### src/rtl/cccu_pkg.sv
// Shared types, codes and calendar helper functions for the calendar clock counter.
`timescale 1ns / 1ps

package cccu_pkg;

    localparam logic [13:0] YEAR_TOP   = 14'd9999;
    localparam logic [13:0] YEAR_RESET = 14'd2000;
    localparam logic [5:0]  SEC_TOP    = 6'd59;
    localparam logic [5:0]  MIN_TOP    = 6'd59;
    localparam logic [4:0]  HOUR_TOP   = 5'd23;
    localparam logic [3:0]  MONTH_TOP  = 4'd12;
    localparam logic [4:0]  LEAP_FEB   = 5'd29;
    localparam logic [3:0]  MONTH_FEB  = 4'd2;

    // floor(yr / 100) = (yr * 5243) >> 19, exact for 14-bit years
    localparam logic [26:0] DIV100_MUL   = 27'd5243;
    localparam int          DIV100_SHIFT = 19;

    localparam logic [4:0] MONTH_DAYS [16] = '{
        5'd0, 5'd31, 5'd28, 5'd31, 5'd30, 5'd31, 5'd30, 5'd31,
        5'd31, 5'd30, 5'd31, 5'd30, 5'd31, 5'd0, 5'd0, 5'd0
    };

    typedef enum logic [1:0] {
        FUNC_FWD  = 2'd0,
        FUNC_BACK = 2'd1,
        FUNC_LOAD = 2'd2,
        FUNC_HOLD = 2'd3
    } func_t;

    typedef struct packed {
        logic [13:0] year;
        logic [3:0]  month;
        logic [4:0]  day;
        logic [4:0]  hour;
        logic [5:0]  minute;
        logic [5:0]  second;
    } cal_time_t;

    function automatic logic is_leap(logic [13:0] yr);
        logic [26:0] prod;
        logic [7:0]  q;
        logic [13:0] hund;
        prod = 27'(yr) * DIV100_MUL;
        q    = prod[DIV100_SHIFT +: 8];
        hund = 14'({q, 6'd0}) + 14'({q, 5'd0}) + 14'({q, 2'd0});
        return (yr[1:0] == 2'b00) && ((yr != hund) || (q[1:0] == 2'b00));
    endfunction

    function automatic logic [4:0] month_len(logic [3:0] mon, logic leap);
        logic [4:0] len;
        len = MONTH_DAYS[mon];
        if ((mon == MONTH_FEB) && leap) begin
            len = LEAP_FEB;
        end
        return len;
    endfunction

endpackage

### src/rtl/calendar_clock_up_down_counter_unit.sv
// Top level: input word register, next-state logic and counter/result register.
// Throughput: one word per cycle while results are taken; a new word is taken
// while a result waits if the input register is empty. The counter register
// doubles as the result register; it advances only when the result slot is
// free. Synchronous active-low reset sets 2000-01-01 00:00:00 and empties both
// stages.
`timescale 1ns / 1ps

module calendar_clock_up_down_counter_unit
    import cccu_pkg::*;
(
    input  logic        aclk,
    input  logic        aresetn,
    input  logic        s_valid,
    output logic        s_ready,
    input  logic [1:0]  s_func,
    input  logic [5:0]  s_load_second,
    input  logic [5:0]  s_load_minute,
    input  logic [4:0]  s_load_hour,
    input  logic [4:0]  s_load_day,
    input  logic [3:0]  s_load_month,
    input  logic [13:0] s_load_year,
    output logic        m_valid,
    input  logic        m_ready,
    output logic [5:0]  m_cur_second,
    output logic [5:0]  m_cur_minute,
    output logic [4:0]  m_cur_hour,
    output logic [4:0]  m_cur_day,
    output logic [3:0]  m_cur_month,
    output logic [13:0] m_cur_year
);

    logic      in_valid_reg;
    func_t     in_func_reg;
    cal_time_t in_load_reg;
    logic      out_valid_reg;
    cal_time_t state_reg;
    cal_time_t state_next;
    logic      advance;

    assign advance = in_valid_reg && (!out_valid_reg || m_ready);
    assign s_ready = !in_valid_reg || advance;

    cccu_step u_step (
        .cur  (state_reg),
        .func (in_func_reg),
        .load (in_load_reg),
        .nxt  (state_next)
    );

    always_ff @(posedge aclk) begin
        if (s_valid && s_ready) begin
            in_func_reg        <= func_t'(s_func);
            in_load_reg.second <= s_load_second;
            in_load_reg.minute <= s_load_minute;
            in_load_reg.hour   <= s_load_hour;
            in_load_reg.day    <= s_load_day;
            in_load_reg.month  <= s_load_month;
            in_load_reg.year   <= s_load_year;
        end
    end

    always_ff @(posedge aclk) begin
        if (!aresetn) begin
            in_valid_reg    <= 1'b0;
            out_valid_reg   <= 1'b0;
            state_reg.second <= '0;
            state_reg.minute <= '0;
            state_reg.hour   <= '0;
            state_reg.day    <= 5'd1;
            state_reg.month  <= 4'd1;
            state_reg.year   <= YEAR_RESET;
        end else begin
            if (s_ready) begin
                in_valid_reg <= s_valid;
            end
            if (advance) begin
                state_reg     <= state_next;
                out_valid_reg <= 1'b1;
            end else if (m_ready) begin
                out_valid_reg <= 1'b0;
            end
        end
    end

    assign m_valid      = out_valid_reg;
    assign m_cur_second = state_reg.second;
    assign m_cur_minute = state_reg.minute;
    assign m_cur_hour   = state_reg.hour;
    assign m_cur_day    = state_reg.day;
    assign m_cur_month  = state_reg.month;
    assign m_cur_year   = state_reg.year;

endmodule

### src/rtl/cccu_step.sv
// Next-state logic: one-second tick forward or back, load, or hold, with date carry.
`timescale 1ns / 1ps

module cccu_step
    import cccu_pkg::*;
(
    input  cal_time_t cur,
    input  func_t     func,
    input  cal_time_t load,
    output cal_time_t nxt
);

    logic       leap;
    logic [6:0] sec_inc;
    logic [6:0] min_inc;
    logic [5:0] hour_inc;
    logic [5:0] day_inc;
    logic [4:0] mon_inc;
    logic [4:0] day_dec;
    logic [3:0] mon_dec;
    cal_time_t  fwd;
    cal_time_t  back;

    assign leap = is_leap(cur.year);

    always_comb begin
        fwd      = cur;
        sec_inc  = 7'(cur.second) + 7'd1;
        min_inc  = 7'(cur.minute) + 7'd1;
        hour_inc = 6'(cur.hour) + 6'd1;
        day_inc  = 6'(cur.day) + 6'd1;
        mon_inc  = 5'(cur.month) + 5'd1;
        fwd.second = sec_inc[5:0];
        if (sec_inc > 7'(SEC_TOP)) begin
            fwd.second = '0;
            fwd.minute = min_inc[5:0];
            if (min_inc > 7'(MIN_TOP)) begin
                fwd.minute = '0;
                fwd.hour   = hour_inc[4:0];
                if (hour_inc > 6'(HOUR_TOP)) begin
                    fwd.hour = '0;
                    fwd.day  = day_inc[4:0];
                    if (day_inc > 6'(month_len(cur.month, leap))) begin
                        fwd.day   = 5'd1;
                        fwd.month = mon_inc[3:0];
                        if (mon_inc > 5'(MONTH_TOP)) begin
                            fwd.month = 4'd1;
                            fwd.year  = (cur.year >= YEAR_TOP) ? '0 : cur.year + 14'd1;
                        end
                    end
                end
            end
        end
    end

    always_comb begin
        back    = cur;
        day_dec = cur.day - 5'd1;
        mon_dec = cur.month - 4'd1;
        if (cur.second != '0) begin
            back.second = cur.second - 6'd1;
        end else begin
            back.second = SEC_TOP;
            if (cur.minute != '0) begin
                back.minute = cur.minute - 6'd1;
            end else begin
                back.minute = MIN_TOP;
                if (cur.hour != '0) begin
                    back.hour = cur.hour - 5'd1;
                end else begin
                    back.hour = HOUR_TOP;
                    back.day  = day_dec;
                    if (day_dec == '0) begin
                        // December is 31 days whatever the year
                        if (mon_dec == '0) begin
                            back.month = MONTH_TOP;
                            back.year  = (cur.year == '0) ? YEAR_TOP : cur.year - 14'd1;
                            back.day   = month_len(MONTH_TOP, leap);
                        end else begin
                            back.month = mon_dec;
                            back.day   = month_len(mon_dec, leap);
                        end
                    end
                end
            end
        end
    end

    always_comb begin
        case (func)
            FUNC_FWD:  nxt = fwd;
            FUNC_BACK: nxt = back;
            FUNC_LOAD: nxt = load;
            default:   nxt = cur;
        endcase
    end

endmodule

### config.mk
export PLATFORM = sky130hd
export DESIGN_NAME = calendar_clock_up_down_counter_unit
export DESIGN_NICKNAME = d
export VERILOG_FILES = /design/src/rtl/cccu_pkg.sv /design/src/rtl/calendar_clock_up_down_counter_unit.sv /design/src/rtl/cccu_step.sv
export SDC_FILE = /design/constraint.sdc
export NUM_CORES = 1
export LEC_CHECK = 0
export ABC_AREA = 1
export BUFFER_PORTS_ARGS = -buffer_cell sky130_fd_sc_hd__buf_2
export CORE_ASPECT_RATIO = 1.2
export CORE_MARGIN = 1.5
export CORE_UTILIZATION = 45
export DETAILED_ROUTE_END_ITERATION = 8
export SLEW_MARGIN = 0
export SYNTH_ARGS = -nofsm -noshare
export SYNTH_HDL_FRONTEND = slang
export SYNTH_SLANG_ARGS = --single-unit
export TNS_END_PERCENT = 50
### constraint.sdc
create_clock -name aclk -period 20.9 [get_ports aclk]
set_clock_uncertainty 0.1 [all_clocks]
set_input_delay 6.27 -clock aclk [delete_from_list [all_inputs] [get_ports aclk]]
set_output_delay 6.27 -clock aclk [all_outputs]
set_load 0.005 [all_outputs]
# --- After elaboration in Yosys (flattened, before gate mapping) ---
# Memory sizes are Yosys's and may differ from the RTL's.
# Index checks and enable logic that the tools add are counted.
op_classes:
  addsub: 14
  mul: 1
  div_mod_pow: 0
  magnitude_cmp: 8
  eq_ne: 15
  shift: 0
  mux: 28
  n_bitwise: 2
  n_reduce_logical: 27
op_table:
  columns: ["cell", "count"]
  rows:
  - ["one-hot mux 40 bit (3 select lines)", 1]
  - ["2-to-1 mux 23 bit", 3]
  - ["2-to-1 mux 34 bit", 2]
  - ["2-to-1 mux 28 bit", 2]
  - ["2-to-1 mux 5 bit", 10]
  - ["2-to-1 mux 14 bit", 3]
  - ["2-to-1 mux 40 bit", 1]
  - ["multiplier 14 x 13 -> 27 bit (second input constant)", 1]
  - ["2-to-1 mux 18 bit", 1]
  - ["adder 14 x 1 -> 14 bit (second input constant)", 1]
  - ["adder 14 x 10 -> 14 bit", 1]
  - ["adder 14 x 13 -> 14 bit", 1]
  - ["adder 6 x 1 -> 7 bit (second input constant)", 2]
  - ["greater-or-equal comparator 14 bit (second input constant)", 1]
  - ["> comparator 7 x 6 -> 1 bit (second input constant)", 2]
  - ["logical NOT 14 bit", 1]
  - ["inequality test 14 bit", 1]
  - ["inequality test 2 x 1 -> 1 bit (second input constant)", 7]
  - ["subtractor 14 x 1 -> 14 bit (second input constant)", 1]
  - ["adder 5 x 1 -> 6 bit (second input constant)", 2]
  - ["2-to-1 mux 6 bit", 2]
  - ["AND reduction 12 bit", 1]
  - ["nonzero test 6 bit", 2]
  - ["subtractor 6 x 1 -> 6 bit (second input constant)", 2]
  - ["28 further kinds", 44]
totals:
  reg_bits: 84
  latch_bits: 0
  ramBits: 0
  rom_bits: 160
  inputBits: 46
  out_inout_bits: 42
  wordCells: 112
  n_memories: 2
memory_table:
  columns: ["memory", "depth", "word_bits", "read_ports", "rd_ports_with_merged_regs", "wr", "line", "text"]
  rows:
  - ["(no name shown)", 16, 5, 1, 0, 0, "cccu_pkg.sv:52", "len = MONTH_DAYS[mon];"]
  - ["(no name shown)", 16, 5, 1, 0, 0, "cccu_pkg.sv:52", null]

# --- Depth between registers and ports, before layout ---
logic_depth:
  depth_word: 17
  depth_mapped: 56
  depth_no_buf: 56

# --- Hierarchy ---
# From an unflattened synthesis, not the netlist that was laid out.
hier_totals:
  cells_unflattened: 1441
  area_unflattened_um2: 10892.9
by_module_without_submodules:
  columns: ["module", "instances", "cells_per_inst", "area_per_inst_um2", "seq_area_each_um2"]
  rows:
  - ["cccu_step", 1, 1142, 7807.5, 0.0]
  - ["calendar_clock_up_down_counter_unit", 1, 299, 3085.5, 2102.0]

# --- Least setup slack after synthesis ---
# Ideal clock, no wire load.
synth_timing:
  path_type: "input to output"
  startpoint: "input port m_ready"
  endpoint: "output port s_ready"
  arrival_time_ns: 6.419
  required_time_ns: 14.530
  setup_slack_ns: 8.111
  cell_stages: 2
  n_path_buf: 0
  cell_sequence: "inv_1 nand3_1"
synth_via:
  elab_chain_cells: 3
synth_rtl:
  columns: ["element", "line", "text"]
  rows:
  - ["start: declaration", "calendar_clock_up_down_counter_unit.sv:24", "input logic m_ready,"]
  - ["logical OR 1 bit", "calendar_clock_up_down_counter_unit.sv:41", "assign advance = in_valid_reg && (!out_valid_reg || m_ready);"]
  - ["logical AND 1 bit", "calendar_clock_up_down_counter_unit.sv:41", null]
  - ["logical OR 1 bit", "calendar_clock_up_down_counter_unit.sv:42", "assign s_ready = !in_valid_reg || advance;"]
  - ["end: declaration", "calendar_clock_up_down_counter_unit.sv:15", "output logic s_ready,"]
# No other way between the ends.

# --- Final worst setup path ---
# Ends and elaborated chain as after synthesis.

==> results.md <==
- 1st-iter DRT viols: between 300 and 400
- Synth warn: 0
- Worst Path Class, Setup: primary input to output pin
- Initial antenna violation count: 0
- Sequential share of the synthesized area: between 20% and 30%
- Layout Cells excl Fill: around 1600
- Site Rows: 59
- Routability Congestion: around 0.9
- Die Footprint: around 0.023 mm^2
- CTS sink cnt: 84
- Pre-antenna DRT Iters: 7
- Ys flop type: edfxtp_1
- H-Tree Depth: 3
- Vias in the first global route: 8280
- CTS Hold Bufs: 0
- Synth cell types: 54
- Outcome: finished, final reports clean
- Achievable Freq: between 70 and 80 MHz
- Ports: 88
- P per Cell Area: between 80 and 90 mW/mm^2
- Final Hold Viols: 0
- Fin Setup TNS: 0 ns
- Number of flip-flops in the largest register: 40
- Asr flop ratio synth: 0%
- GRT met2 Usage: between 40% and 50%
- Worst-Skew Late Latency: between 0.3 and 0.4 ns
- Reg-to-reg slack, setup: 10.81 ns
- Met3 Usage GRT: roughly 2.5%
- Max_slew headroom: 32.9%
- CTS tree: yes
- LEAKAGE: 5.70 nW
- Global-route wire length before repair: ~41 mm
- Tcrit/Tclk final: 62.3%
- Layout cells sized above 1: 9.88%
- Final Critical Period: between 10 and 15 ns
- Synth top cells by count: 240 x inv_1, 238 x nand2_1, 165 x ha_1
- Critical path's slowest cell: buf_2
- Placed Area: between 0.01 and 0.015 mm^2
- DR vias/cell: around 5.2
- Worst hold-check path type: flop to flop
- Reg clk slew, reported paths: ~0.060 ns
- GRT Util Overall: ~22%
- Diode count: 0
- Post-route DRC: 0
- Core area: around 0.022 mm^2
- Wirelength, routed: around 25 mm
- Post-CTS setup buffer count: 0
- Hold_sp: in_valid_reg$_SDFFE_PN0N_
- Layout Area Growth over Synthesis: 10.2%
- Crit start category: primary input
- CP Data Arrival Time: approximately 6.7 ns
- Largest net degree at the start of global routing: 43
- Finished Cell Area: approximately 0.011 mm^2
- PortBufs: 87
- Unrepaired setup endpoints after global routing: no
- GR Util met1: 27.7%
- Critical path peak fanout: 3
- Max Slew Vio Count: 0
- Worst-Margin Slew: between 1 and 1.5 ns
- Mapped Area: between 0.009 and 0.01 mm^2
- Most used cell along the critical path: buf_2
- Post-Syn Area per Cell: roughly 8.0 um^2
- MaxCap Viol Count: 0
- Final ANT Viol Nets: 0
- Count leader, synth: inv_1
- Mapped Nets: roughly 1500
- Synth Register Bits: 84
- Hold Path Depth: 2
- Dpl cells: around 1600
- WHS Endpoint: m_valid$_SDFFE_PN0P_
- FF-to-FF End: m_cur_month[1]$_SDFFE_PN0P_
- Initial core utilization: a little under half
- Resized Gates After CTS: 0
- Reg2reg start: m_cur_year[7]$_SDFFE_PN1P_
- Height of the die: roughly 170 um
- Synth top area cells: ha_1 21%, fa_1 14%, edfxtp_1 13%
- Cts bufs inserted: 9
- CP Data Required Time: 14.53 ns
- Drt wl/cell: 15.8 um
- Post-synth top area cell: ha_1
- Post-DP HPWL: approximately 20 mm
- Gate Count Post-Synth: between 1000 and 1500
- Peak VDD IR: 0.0613 mV
- Gr busiest metal: met2
- Worst Reg2Reg Path Length in Cells: between 50 and 60
- NumNets Final: about 1600
- Clk buf depth: 2
- Final setup fails: 0
- Horiz. Die Dim: between 100 and 150 um
- Worst path max stage delay: between 0.1 and 0.15 ns
- Root Driver: clkbuf_16
- CP Cell Sequence: buf_2 > inv_1 > nand3_1 > buf_2
- Gr ovfl total: 0
- Vias post-DR: 8347
- Post-synth EDFFs: 42
- Critical Path End Type: output pin
- Top-area cell type share of the netlist area: between 20% and 30%
- Total Power: around 0.93 mW
-- layout make-up --
type	count	area, um^2
inverters	243	912
clock buffers	11	233
multi-input cells	898	6810
repair buffers	95	495
flip-flops and latches	84	2100
clock inverters	5	60.1
fillers	2189	10700
well taps	274	343
-- kinds of logic (layout without fill, tap and decap cells) --
logic type	after synthesis	in the layout	share of synthesized area, %
simple gates	409	409	17.8
buf+inv	266	354	10.3
fa+ha+maj	233	233	34.5
compound gates	209	209	12.1
flops	84	84	21.2
xor+xnor	47	47	4.14
-- worst max path at each step --
stage,from,end,cells after the start
after global routing,m_ready,s_ready,4
final,m_ready,s_ready,4
after CTS,m_ready,s_ready,4
after global placement,m_ready,s_ready,4
after floorplan,m_ready,s_ready,2
after detailed placement,m_ready,s_ready,4
-- critical path, delay by kind of cell --
family,cells,cell delay [ns]
simple gates,1,0.09
buf+inv,3,0.29
-- power breakdown --
part	internal, mW	leakage [nW]	switching [mW]
combinational	0.222	4.81	0.359
sequential	0.182	0.752	0.00979
clock	0.0932	0.140	0.0674
-- through the flow --
stage | hold WS, ns | util, % | worst slack (ns)
2_1_floorplan | 0.376 | - | 8.11
4_1_cts | 0.425 | 50.5 | 7.87
6_report | 0.431 | 50.5 | 7.87
3_5_place_dp | 0.415 | 49.1 | 7.87
5_1_grt | 0.484 | 50.5 | 7.83
3_3_place_gp | 0.404 | 49.1 | 7.88
-- per-layer routing --
metal	routed length [um]	vias up	part of all wire (%)
met2	13100	146	51
met4	532	0	2.1
met1	11100	3950	44
met3	731	28	2.9
li1	-	4223	-
met5	0	-	0
-- placed cells by master, fill, tap and decap left out, types with 2 or more instances in the layout --
cell type,Yosys,routed
o21ai_0,60,60
xnor2_1,9,9
nor4_1,2,2
nand4_1,16,16
a221oi_1,8,8
a21o_1,2,2
ha_1,165,165
a21oi_1,88,88
buf_2,1,87
nand3_1,66,66
o22ai_1,6,6
nor3_2,3,3
and3_1,2,2
o211ai_1,7,7
xor2_1,38,38
nand2_1,238,238
fa_1,68,68
inv_2,2,3
clkbuf_16,0,9
nor3_1,7,7
edfxtp_1,42,42
a31oi_1,3,3
o21ai_1,7,7
or2_2,2,2
a211oi_1,7,7
inv_1,240,239
dfxtp_1,42,42
a21oi_2,6,6
clkbuf_1,17,2
buf_4,1,8
o21bai_1,2,2
nor2_1,64,64
a22oi_1,3,3
(Power assumes the default switching activity.)
